[config.mk]
export PLATFORM = sky130hd
export DESIGN_NAME = psq_front
export DESIGN_NICKNAME = d
export VERILOG_FILES = /design/src/design/psq_pkg.sv /design/src/design/psq_front.sv
export SDC_FILE = /design/constraint.sdc
export NUM_CORES = 1
export LEC_CHECK = 0
export BUFFER_PORTS_ARGS = -buffer_cell sky130_fd_sc_hd__buf_2
export CORE_MARGIN = 2
export CORE_UTILIZATION = 52
export CTS_CLUSTER_DIAMETER = 80
export DETAILED_ROUTE_END_ITERATION = 16
export GPL_TIMING_DRIVEN = 0
export HOLD_SLACK_MARGIN = 0.06
export PLACE_DENSITY = 0.87
export SYNTH_ARGS = -nofsm -noshare
export SYNTH_HDL_FRONTEND = slang
export SYNTH_SLANG_ARGS = --single-unit
[constraint.sdc]
create_clock -name clk_i -period 3.83 [get_ports clk_i]
set_input_delay 0 -clock clk_i [delete_from_list [all_inputs] [get_ports clk_i]]
set_output_delay 0 -clock clk_i [all_outputs]
set_load 0.005 [all_outputs]
[src/design/psq_pkg.sv]
// Package for the positional sequence store: action and status codes, the
// command record passed from the front end to the back end, and field widths.
// No dependencies.
package psq_pkg;

  // Item field widths
  localparam int ACT_W     = 2;
  localparam int POS_W     = 9;
  localparam int VAL_W     = 32;
  localparam int STAT_W    = 2;
  localparam int CNT_OUT_W = 9;

  // Stream payload widths, padded to whole bytes
  localparam int IN_TDATA_W  = 48;
  localparam int OUT_TDATA_W = 48;

  // Action codes on the input stream
  localparam logic [ACT_W-1:0] ACT_READ   = 2'd0;
  localparam logic [ACT_W-1:0] ACT_INSERT = 2'd1;
  localparam logic [ACT_W-1:0] ACT_REMOVE = 2'd2;

  // Result status codes
  localparam logic [STAT_W-1:0] ST_DONE   = 2'd0;
  localparam logic [STAT_W-1:0] ST_BADPOS = 2'd1;
  localparam logic [STAT_W-1:0] ST_FULL   = 2'd2;

  localparam logic [VAL_W-1:0] NEG_ONE = 32'hFFFF_FFFF;

  // Decoded operation; OP_NOP covers the unused action code
  typedef enum logic [1:0] {
    OP_READ,
    OP_INSERT,
    OP_REMOVE,
    OP_NOP
  } op_e;

  // Back-end sequencer states
  typedef enum logic [1:0] {
    BK_IDLE,
    BK_RUN,
    BK_PUT,
    BK_DONE
  } back_state_e;

  typedef struct packed {
    op_e              op;
    logic [POS_W-1:0] pos;
    logic [VAL_W-1:0] val;
  } cmd_t;

endpackage

[src/design/psq_front.sv]
// Front end: takes input items, decodes the action and queues commands.
// Depends on psq_pkg.
module psq_front (
  input  logic                               clk_i,
  input  logic                               rst_ni,
  input  logic                               in_valid_i,
  output logic                               in_ready_o,
  input  logic [psq_pkg::IN_TDATA_W-1:0]     in_data_i,
  output logic                               cmd_valid_o,
  output psq_pkg::cmd_t                      cmd_o,
  input  logic                               cmd_pop_i
);
  import psq_pkg::*;

  localparam int QD = 2;
  localparam int PW = $clog2(QD);
  localparam int FW = $clog2(QD + 1);

  cmd_t            q_mem_q [QD];
  logic [PW-1:0]   wr_ptr_q, wr_ptr_d;
  logic [PW-1:0]   rd_ptr_q, rd_ptr_d;
  logic [FW-1:0]   fill_q, fill_d;
  logic            push, pop;
  cmd_t            dec_cmd;
  logic [ACT_W-1:0] act;

  // Decode the packed item
  always_comb begin
    act         = in_data_i[ACT_W-1:0];
    dec_cmd.pos = in_data_i[ACT_W +: POS_W];
    dec_cmd.val = in_data_i[ACT_W+POS_W +: VAL_W];
    case (act)
      ACT_READ:   dec_cmd.op = OP_READ;
      ACT_INSERT: dec_cmd.op = OP_INSERT;
      ACT_REMOVE: dec_cmd.op = OP_REMOVE;
      default:    dec_cmd.op = OP_NOP;
    endcase
  end

  assign in_ready_o  = (fill_q != FW'(QD));
  assign cmd_valid_o = (fill_q != '0);
  assign cmd_o       = q_mem_q[rd_ptr_q];
  assign push        = in_valid_i && in_ready_o;
  assign pop         = cmd_pop_i && cmd_valid_o;

  always_comb begin
    wr_ptr_d = push ? wr_ptr_q + PW'(1) : wr_ptr_q;
    rd_ptr_d = pop  ? rd_ptr_q + PW'(1) : rd_ptr_q;
    fill_d   = fill_q;
    if (push && !pop) begin
      fill_d = fill_q + FW'(1);
    end else if (pop && !push) begin
      fill_d = fill_q - FW'(1);
    end
  end

  always_ff @(posedge clk_i or negedge rst_ni) begin
    if (!rst_ni) begin
      wr_ptr_q <= '0;
      rd_ptr_q <= '0;
      fill_q   <= '0;
    end else begin
      wr_ptr_q <= wr_ptr_d;
      rd_ptr_q <= rd_ptr_d;
      fill_q   <= fill_d;
    end
  end

  always_ff @(posedge clk_i) begin
    if (push) begin
      q_mem_q[wr_ptr_q] <= dec_cmd;
    end
  end

endmodule

## After elaboration in Yosys (flattened, before gate mapping)

Memories as Yosys holds them, arrays and structs flattened.
Index checks and enable logic that the tools add are counted.

| word-level totals | value |
|---|---|
| flip-flop bits (word level) | 4 |
| bits in writable memories | 86 |
| output and inout port bits | 45 |
| logic and storage cells | 25 |
| memories kept | 1 |

Memory list:

| name | depth | bits a word | read ports | clocked after memory_dff | wr ports | line | source |
|---|---|---|---|---|---|---|---|
| q_mem_q | 2 | 43 | 1 | 0 | 1 | psq_front.sv:19 | `cmd_t q_mem_q [QD];` |

| cells by class | value |
|---|---|
| add/subtract/negate cells | 4 |
| equality and inequality tests | 3 |
| mux-type cells | 5 |
| reduce and logical (&&, ||, !) cells | 9 |

Operator list:

| operator | count |
|---|---|
| $pmux W2 S3 | 1 |
| $logic_and A1 B1 Y1 | 4 |
| $mux W2 | 2 |
| $reduce_bool A2 Y1 | 2 |
| $add A1 B1 Y1 const B | 2 |
| $add A2 B1 Y2 const B | 1 |
| $eq A2 B1 Y1 const B | 1 |
| $eq A2 B2 Y1 const B | 1 |
| $logic_not A1 Y1 | 2 |
| $logic_not A2 Y1 | 1 |
| $mux W1 | 2 |
| $ne A2 B2 Y1 const B | 1 |
| $sub A2 B1 Y2 const B | 1 |

## Logic depth before layout (Yosys ltp)

Gate-level depths: netlist (run 1).

| logic depth | value |
|---|---|
| word-level depth | 6 |
| depth in mapped cells | 7 |
| gate-level depth less buffers | 7 |

## Worst setup path before layout (run 1)

Ideal clock, no wire load.

| path | value |
|---|---|
| path kind | register to register |
| start | register fill_q[0] |
| end | memory q_mem_q[0][0] (netlist name), enable pin |
| arrival | 2.458 ns |
| setup slack | 0.928 ns |
| cell stages (with the launch flop) | 4 |
| cells stage by stage | dfrtp_1 > nand2b_1 > nand2_1 > nor2_1 |

| on the way | value |
|---|---|
| cells in the longest elaborated chain, start to end | 4 |

Ends and longest elaborated chain:

| element | line | source |
|---|---|---|
| start, declared | psq_front.sv:22 | `logic [FW-1:0] fill_q, fill_d;` |
| start signal, assigned | psq_front.sv:65 | `fill_q <= fill_d;` |
| $ne A2 B2 Y1 | psq_front.sv:40 | `assign in_ready_o = (fill_q != FW'(QD));` |
| via in_ready_o | psq_front.sv:7 | `output logic in_ready_o,` |
| $logic_and A1 B1 Y1 | psq_front.sv:43 | `assign push = in_valid_i && in_ready_o;` |
| $mux W1 | psq_front.sv:70 | `if (push) begin` |
| $mux W1 (implied by the code) | psq_front.sv:71 | `q_mem_q[wr_ptr_q] <= dec_cmd;` |
| end, declared | psq_front.sv:19 |  |

The timed path passes the listed nets, and every way through them passes these cells.

## Final worst setup path (run 1)

| path | value |
|---|---|
| start | register fill_q[0] |
| end | memory q_mem_q[0][29] (netlist name), enable pin |

| on the way | value |
|---|---|
| cells in the longest elaborated chain, start to end | 4 |

Ends and longest elaborated chain:

| element | line |
|---|---|
| $ne A2 B2 Y1 | psq_front.sv:40 |
| $logic_and A1 B1 Y1 | psq_front.sv:43 |
| $mux W1 | psq_front.sv:70 |
| $mux W1 (implied by the code) | psq_front.sv:71 |

No other way between the ends.

==> impl_metrics.csv, run 1 <==
group,metric,value,unit
pwr,power.net_switching,889,uW
layout,stdcell_count,385,
global_routing,grt_max_degree,31,
yosys,syn_area,3510,um^2
floorplanning,fp.dieH,86.1,um
timing,slew_violations,0,
pwr,power_frac_clock,17.7,%
layout,final_cell_mix,"buf_2, edfxtp_1, dlygate4sd3_1",
timing,tns,0,ps
yosys,avgSynthCellArea,22.8,um^2
timing,finalCritPeriodShare,44.3,%
pwr,power.density,662,nW/um^2
critical_path,cp_slowest_stage_delay,410,ps
route,wl,6720,um
critical_path,crit_chain,"nand2b_1, nand2_1, nor2_4, buf_12",
yosys,synth_warnings,0,
global_routing,use_met1,19.3,%
placed_design,dp_hpwl,4010,um
global_routing,grt_pass1_vias,2030,
route,drc,0,
timing,max_freq,0.589,GHz
yosys,synth_seq_cells,90,
yosys,synth_ff_type,"edfxtp_1",
floorplanning,rows,29,
layout,final_nets,356,
yosys,yosysSeqAreaShare,76.5,%
critical_path,required,3870,ps
pwr,pwr-share-seq,45.3,%
pwr,ir_drop,0.000319,V
timing,finalCriticalPeriod,1700,ps
route,drt_iter0_markers,84,
floorplanning,coreArea,6420,um^2
yosys,async_reset_ff_share,4.44,%
pwr,p_int,2.25,mW
yosys,synth_enable_flop_cells,86,
global_routing,grt_pass1_wl,9920,um
pwr,switching_share,28.3,%
global_routing,gr-usage-all-layers,18.4,%
clocking,clk_latency,340,ps
clocking,clkTransAtPathRegs,90,ps
worst_hold_path,hp-class,"primary input to flop",
route,viasPerCell,4.99,
yosys,syn_inst,154,
clocking,cts_buffer_depth,2,
timing,setup_viol,0,
yosys,syn_nets,207,
global_routing,overflow,0,
floorplanning,ios,97,
critical_path,worst_ep_arrival_time,1730,ps
clocking,numCtsBuffers,9,
placed_design,dp_cells,322,
timing,rsz0062_at_grt,"false",
yosys,synth_cell_type_count,16,
floorplanning,dieArea,7410,um^2
clocking,clock-root-buffer,"clkbuf_8",
route,ant_nets,0,
timing,clock_skew,9.73,ps
global_routing,antenna_found_initial,0,
placed_design,gp_congestion,0.729,
layout,layout-drive-gt1-share,50.3,%
timing,slew_headroom,69.5,%
floorplanning,start_util,54.6,%
route,vias,1923,
global_routing,grt_util_met3,4.72,%
critical_path,cp_max_fo,30,
outcome,status,"finished, final reports clean",
layout,syn_to_final_growth,35.1,%
route,drt_pass1_iterations,4,
job,drv_cap,0,
critical_path,setup.worst_path.end_class,"flop",
critical_path,critical_path_class,"flop to flop",
pwr,p_leak,1.92,nW
clocking,cts.sinks,90,
floorplanning,die_w,86.1,um
layout,antenna_cells,0,
route,wl_per_cell,17.4,um
timing,tightest_slew,457,ps
layout,layout_commonest_cell,"buf_2",
global_routing,grt_busiest_layer,"met2",
clocking,htree_num_levels,3,
clocking,cts_tree,"done",
pwr,combPwrFrac,37.0,%
critical_path,start_kind,"flop",
critical_path,crit_slowest_cell,"dfrtp_1",
placed_design,port-buffer-count,89,
global_routing,grt_util_met2,34.3,%
timing,hold_viol,0,
==> critical path, delay by kind of cell, from the launching register on <==
kind,cells,cell delay [ps]
simple gates,3,700
flops,1,410
buf+inv,1,270
==> logic make-up (layout without fill, tap and decap cells) <==
family | Yosys count | count (layout) | share of synthesized area (%)
xor gates and xnor gates | 5 | 5 | 1.25
DFF | 90 | 90 | 76.5
adders and majority gates | 1 | 1 | 0.357
muxes | 43 | 43 | 18.0
buffers and inverters | 8 | 162 | 2.93
and+or+nand+nor | 7 | 7 | 0.964
==> state kept, by name (all words and copies together), names as in the netlist <==
| signal | flops |
|---|---|
| q_mem_q | 86 |
| fill_q | 2 |
| rd_ptr_q | 1 |
| wr_ptr_q | 1 |
==> path summary, 6_finish.rpt <==
kind,from,to,slack [ps],depth (start not counted)
setup / recovery,fill_q[0],q_mem_q[0][29],2130,4
hold / removal,in_data_i[39],q_mem_q[0][28],370,2
setup reg to reg,fill_q[0],q_mem_q[0][29],2130,4
hold reg to reg,fill_q[1],fill_q[1],510,1
max in group asynchronous,rst_ni,rd_ptr_q,3080,3
min in group asynchronous,rst_ni,wr_ptr_q,570,3
==> synth_stat cells (2+ instances only) <==
cell type	instances	area [um^2]
xor2_1	2	17.5
mux2_4	39	586
mux2_2	4	45.0
xnor2_1	3	26.3
edfxtp_1	86	2580
buf_12	4	80.1
dfrtp_1	4	100
nand2_1	2	7.51
nor2_1	2	7.51
clkbuf_1	2	7.51
==> layer usage <==
| layer | up-vias | wire (um) | share of wire, % |
|---|---|---|---|
| li1 | 896 | - | - |
| met1 | 957 | 2490 | 37 |
| met2 | 58 | 3780 | 56 |
| met3 | 12 | 286 | 4.3 |
| met4 | 0 | 157 | 2.3 |
| met5 | - | 0 | 0 |
==> cell type report <==
| cell class | instances | area (um^2) |
|---|---|---|
| clock buffers | 9 | 124 |
| flip-flops and latches | 90 | 2680 |
| repair buffers | 138 | 956 |
| well taps | 77 | 96.3 |
| clock inverters | 7 | 45.0 |
| multi-input cells | 56 | 729 |
| fillers | 385 | 1690 |
| plain buffers | 7 | 98.8 |
| inverters | 1 | 3.75 |
==> repair_timing <==
| action | 4_1_cts | 5_1_grt |
|---|---|---|
| setup buffers | 0 | 0 |
| hold endpoints to repair | 92 | 0 |
| hold buffers | 47 | 0 |
| resized for setup | 0 | 0 |
==> through the flow <==
step | cell area [um^2] | total power [mW] | setup slack [ps] | util (%) | hold slack [ps]
3_3_place_gp | 4050 | 2.50 | 33.2 | 63.0 | -193
3_5_place_dp | 4100 | 2.56 | 2150 | 63.8 | -188
6_report | 4740 | 3.14 | 2130 | 73.7 | 374
2_1_floorplan | 3510 | 2.18 | 928 | - | -296
5_1_grt | 4740 | 3.29 | 2010 | 73.7 | 375
4_1_cts | 4740 | 3.15 | 2130 | 73.7 | 357
==> power by group through the flow <==
stage / sequential [mW] / clock, mW / combinational, mW
2_1_floorplan: 1.43 / 0 / 0.754
4_1_cts: 1.42 / 0.565 / 1.16
6_report: 1.42 / 0.556 / 1.16
3_5_place_dp: 1.44 / 0 / 1.12
3_3_place_gp: 1.44 / 0 / 1.06
5_1_grt: 1.44 / 0.614 / 1.24
(Power assumes the default switching activity.)
==> run 2: changes to the inputs <==
Clock period 3.83 ns to 1.7 ns, I/O delays scaled along.
==> run 2 against run 1 <==
Effect of this change:
- wire length down 3.5%
- clock skew down 2.7 ps
- non-clock buffer count down 2
- sequential cell count unchanged
- largest cell class unchanged
- largest power group unchanged
- highest routed layer unchanged
==> impl_metrics.csv, run 2 (synthesis gave the netlist of run 1 again) <==
group,metric,value,unit
timing,slew_violations,0,
route,drt_pass1_iterations,4,
timing,tightest_slew,713,ps
timing,clock_skew,7.07,ps
clocking,cts.sinks,90,
clocking,cts_buffer_depth,2,
timing,worst_slack,85.0,ps
timing,finalCriticalPeriod,1620,ps
pwr,p_leak,1.93,nW
layout,regMostFlops,"q_mem_q",
floorplanning,coreArea,6420,um^2
worst_hold_path,hold_depth,2,
global_routing,grt_pass1_wl,9830,um
layout,antenna_cells,0,
placed_design,dp_cells,320,
pwr,power.density,1520,nW/um^2
layout,stdcell_count,384,
timing,finalCritPeriodShare,95.0,%
critical_path,start_kind,"flop",
global_routing,overflow,0,
layout,final_nets,355,
layout,final_area,4750,um^2
route,viasPerCell,4.91,
placed_design,placed_cell_area,4070,um^2
critical_path,rr_worst_depth,3,
route,wl,6480,um
route,ant_nets,0,
layout,largest_register_ff_count,86,
placed_design,port-buffer-count,89,
critical_path,critical_path_class,"flop to flop",
route,drt_iter0_markers,102,
critical_path,required,1690,ps
layout,reg_top3,"q_mem_q x86, fill_q x2",
timing,slew_headroom,52.4,%
layout,nFillCells,373,
layout,final_cell_mix,"buf_2, edfxtp_1, dlygate4sd3_1",
layout,layout_commonest_cell,"buf_2",
placed_design,place_ws,-334,ps
timing,setup_viol,0,
clocking,cts_setup_buffers,0,
floorplanning,fp.dieH,86.1,um
placed_design,dp_hpwl,3590,um
global_routing,antenna_found_initial,0,
layout,syn_to_final_growth,35.4,%
global_routing,grt_max_degree,44,
floorplanning,die_w,86.1,um
clocking,clock-root-buffer,"clkbuf_8",
clocking,htree_num_levels,3,
pwr,ir_drop,0.00113,V
route,vias,1887,
timing,fin_hold_ws,366,ps
job,drv_cap,0,
critical_path,worst_ep_arrival_time,1600,ps
outcome,status,"finished, final reports clean",
floorplanning,dieArea,7410,um^2
floorplanning,start_util,54.6,%
timing,max_freq,0.619,GHz
clocking,numCtsBuffers,9,
floorplanning,ios,97,
global_routing,gr-usage-all-layers,18.2,%
placed_design,gp_congestion,0.753,
route,drc,0,
critical_path,setup.worst_path.end_class,"flop",
global_routing,grt_pass1_vias,1993,
floorplanning,rows,29,
clocking,clk_latency,350,ps
layout,layout-drive-gt1-share,51.5,%
clocking,clkTransAtPathRegs,90,ps
critical_path,cp_max_fo,21,
worst_hold_path,hp-class,"primary input to flop",
timing,hold_viol,0,
clocking,cts_tree,"done",
route,wl_per_cell,16.9,um
[run 2: metal layers]
metal / vias to the layer above / share of wire (%) / track usage [%]
li1: 891 / - / -
met1: 911 / 41 / 22.5
met2: 75 / 51 / 30.9
met3: 10 / 6.1 / 4.23
met4: 0 / 1.2 / 7.36
met5: - / 0 / 0
[run 2: final cells by class]
cell class,instances,area (um^2),area share (%)
sequential,90,2680,56.5
multi-input combinational,57,759,16.0
clock buffer,9,124,2.61
timing repair buffer,136,916,19.3
buffer,7,98.8,2.08
tap,77,96.3,2.03
clock inverter,7,67.6,1.42
inverter,1,3.75,0.0791
[run 2: report_power, final]
group,switching (mW),leakage (nW),internal (mW)
clock network,0.810,0.0962,0.575
registers,0.179,0.846,3.04
logic,1.12,0.987,1.47
[run 2: worst max-delay path, stage by stage, from the launching register on]
cell      delay (ps)
dfrtp_1          430
nand2b_4         180
nand2_4           90
nor2_4           560
[run 2: repair_timing]
action | in CTS | in global routing
hold buffers | 47 | 0
endpoints found under the hold margin | 92 | 0
endpoints found under the setup margin | 86 | 43
cloned | 1 | 0
pin swaps | 1 | 0
resized for setup | 2 | 1
[run 2: path summary, 6_finish.rpt]
check                         startpoint        endpoint  slack [ps]
max reg2reg                    fill_q[0]  q_mem_q[0][19]          80
min in group asynchronous         rst_ni        wr_ptr_q         530
max in group asynchronous         rst_ni        rd_ptr_q         990
min                        in_data_i[23]  q_mem_q[1][12]         370
min reg2reg                    fill_q[1]       fill_q[1]         540
max                            fill_q[0]  q_mem_q[0][19]          80
[run 2: metrics by stage]
step | utilization, % | setup TNS, ps | total power [mW]
floorplan | - | 0 | 4.93
global placement | 63.3 | -19040 | 5.66
detailed placement | 63.3 | -22280 | 5.73
CTS | 73.9 | 0 | 7.23
global route | 73.9 | -6.39 | 7.54
finish | 73.9 | 0 | 7.20
==> run 3: changes to the inputs <==
Settings changed: ABC_CLOCK_PERIOD_IN_PS set to 1700, CORE_UTILIZATION 52 to 45, PLACE_DENSITY 0.87 to 0.78.
==> run 3 against run 2 <==
Effect of this change:
- count of clock-buffer cells in the layout is 1 higher
- clock skew is 1.0 ps higher
- setup slack worse by 1.7 ps
- worst hold slack worse by 11 ps
- wire length is 4.7% lower
- register-to-register slack hardly changed
- critical endpoint is now q_mem_q[0][0]
==> impl_metrics.csv, run 3 (synthesis gave the netlist of run 1 again) <==
group,metric,value,unit
placed_design,gp_congestion,0.635,
layout,nFillCells,537,
timing,setup_viol,0,
route,wl_per_cell,15.1,um
worst_hold_path,hp-class,"primary input to flop",
clocking,cts.sinks,90,
global_routing,gr-usage-all-layers,15.5,%
timing,tightest_slew,674,ps
critical_path,crit_start,"fill_q[0]",
route,wl_met1,2370,um
job,drv_cap,0,
timing,tns,0,ps
route,vias,1870,
clocking,numCtsBuffers,9,
timing,clock_skew,8.10,ps
floorplanning,ios,97,
placed_design,dp_hpwl,3480,um
global_routing,antenna_found_initial,0,
layout,reg_top3,"q_mem_q x86, fill_q x2",
global_routing,overflow,0,
global_routing,grt_pass1_vias,2024,
layout,syn_to_final_growth,37.1,%
critical_path,reg2reg_from,"fill_q[0]",
critical_path,setup.worst_path.end_class,"flop",
critical_path,required,1690,ps
route,route.top_layer_used,"met4",
placed_design,port-buffer-count,89,
floorplanning,dieArea,8510,um^2
clocking,clkTransAtPathRegs,90,ps
global_routing,grt_pass1_wl,9660,um
route,ant_nets,0,
route,wl_met3,369,um
critical_path,rrSetupSlack,80,ps
floorplanning,rows,32,
layout,layout_commonest_cell,"buf_2",
timing,slew_violations,0,
critical_path,crit_end,"q_mem_q[0][0]",
layout,largest_register_ff_count,86,
critical_path,worst_ep_arrival_time,1610,ps
critical_path,start_kind,"flop",
floorplanning,coreArea,7650,um^2
route,met2WireLength,3330,um
layout,regMostFlops,"q_mem_q",
critical_path,rr_worst_depth,3,
timing,rsz0062_at_grt,"true",
clocking,htree_num_levels,3,
clocking,cts_buffer_depth,2,
layout,antenna_cells,0,
route,wl,6180,um
timing,slew_headroom,54.9,%
timing,hold_viol,0,
route,drc,0,
timing,finalCritPeriodShare,95.1,%
layout,layout-drive-gt1-share,51.3,%
pwr,p_total,7.26,mW
timing,finalCriticalPeriod,1620,ps
critical_path,critical_path_class,"flop to flop",
clocking,cts_tree,"done",
route,drt_pass1_iterations,4,
floorplanning,fp.dieH,92.3,um
timing,max_freq,0.619,GHz
floorplanning,start_util,45.8,%
outcome,status,"finished, final reports clean",
clocking,clock-root-buffer,"clkbuf_8",
layout,final_nets,356,
critical_path,cp_max_fo,11,
route,drt_iter0_markers,68,
global_routing,grt_max_degree,44,
pwr,p_leak,1.93,nW
clocking,clk_latency,350,ps
pwr,ir_drop,0.000926,V
critical_path,reg2reg_to,"q_mem_q[0][0]",
route,viasPerCell,4.56,
pwr,power.density,1510,nW/um^2
floorplanning,die_w,92.3,um
layout,final_cell_mix,"buf_2, edfxtp_1, dlygate4sd3_1",
## run 3: cell types whose count changed in the layout (fill, tap and decap cells not counted), sizes merged
| cell | previous run | this run |
|---|---|---|
| inv | 6 | 3 |
| clkinv | 1 | 2 |
| bufinv | 0 | 1 |
| nor2 | 3 | 4 |
| clkbuf | 11 | 12 |
## run 3: timing repair
item                                    4_1_cts  5_1_grt
gates cloned                                  1        1
hold buffers                                 47        0
endpoints found under the setup margin       86       43
resized for setup                             2        2
setup buffers                                 0        0
pin swaps                                     1        1
hold endpoints to repair                     92        0
## run 3: cell type report
class	instances	area [um^2]	share of cell area, %
Clock inverter	6	75.1	1.56
Multi-Input combinational cell	58	774	16.1
Sequential cell	90	2680	55.8
Tap cell	102	128	2.66
Timing Repair Buffer	136	916	19.1
Clock buffer	10	128	2.66
Inverter	1	3.75	0.0781
Buffer	7	98.8	2.06
## run 3: worst max-delay path, cell delays in order, from the launching register on
cell	delay [ps]
dfrtp_1	420
nand2b_4	200
nand2_8	80
nor2_2	550
## run 3: per-layer routing
layer / global-route usage [%] / vias up
met1: 17.3 / 905
li1: - / 896
met4: 6.22 / 0
met5: 0 / -
met2: 26.8 / 60
met3: 5.83 / 9
## run 3: how the worst min path moves through the flow
| stage | from | to | slack [ps] | cells after the start |
|---|---|---|---|---|
| after global placement | rst_ni | fill_q[1] | -190 | 1 |
| after global routing | in_data_i[20] | q_mem_q[1][9] | 350 | 2 |
| after detailed placement | rst_ni | fill_q[1] | -190 | 1 |
| after floorplan | rst_ni | fill_q[0] | -300 | 0 |
| after CTS | in_data_i[21] | q_mem_q[1][10] | 340 | 2 |
| final | in_data_i[21] | q_mem_q[1][10] | 360 | 2 |
## run 3: report_power, final
group	switching (mW)	internal, mW	leakage, nW
logic	1.12	1.48	0.989
clock network	0.749	0.700	0.0990
registers	0.178	3.04	0.846
total	2.04	5.22	1.93
## run 3: stage by stage
step	std cells	hold slack, ps	cell area (um^2)	worst slack (ps)	utilization [%]
after floorplan	154	-296	3520	11.1	-
after global placement	345	-191	4100	-327	53.6
after detailed placement	345	-186	4100	-348	53.6
after CTS	409	342	4790	18.5	62.6
after global routing	410	349	4810	-9.60	62.8
final	410	355	4810	83.3	62.8
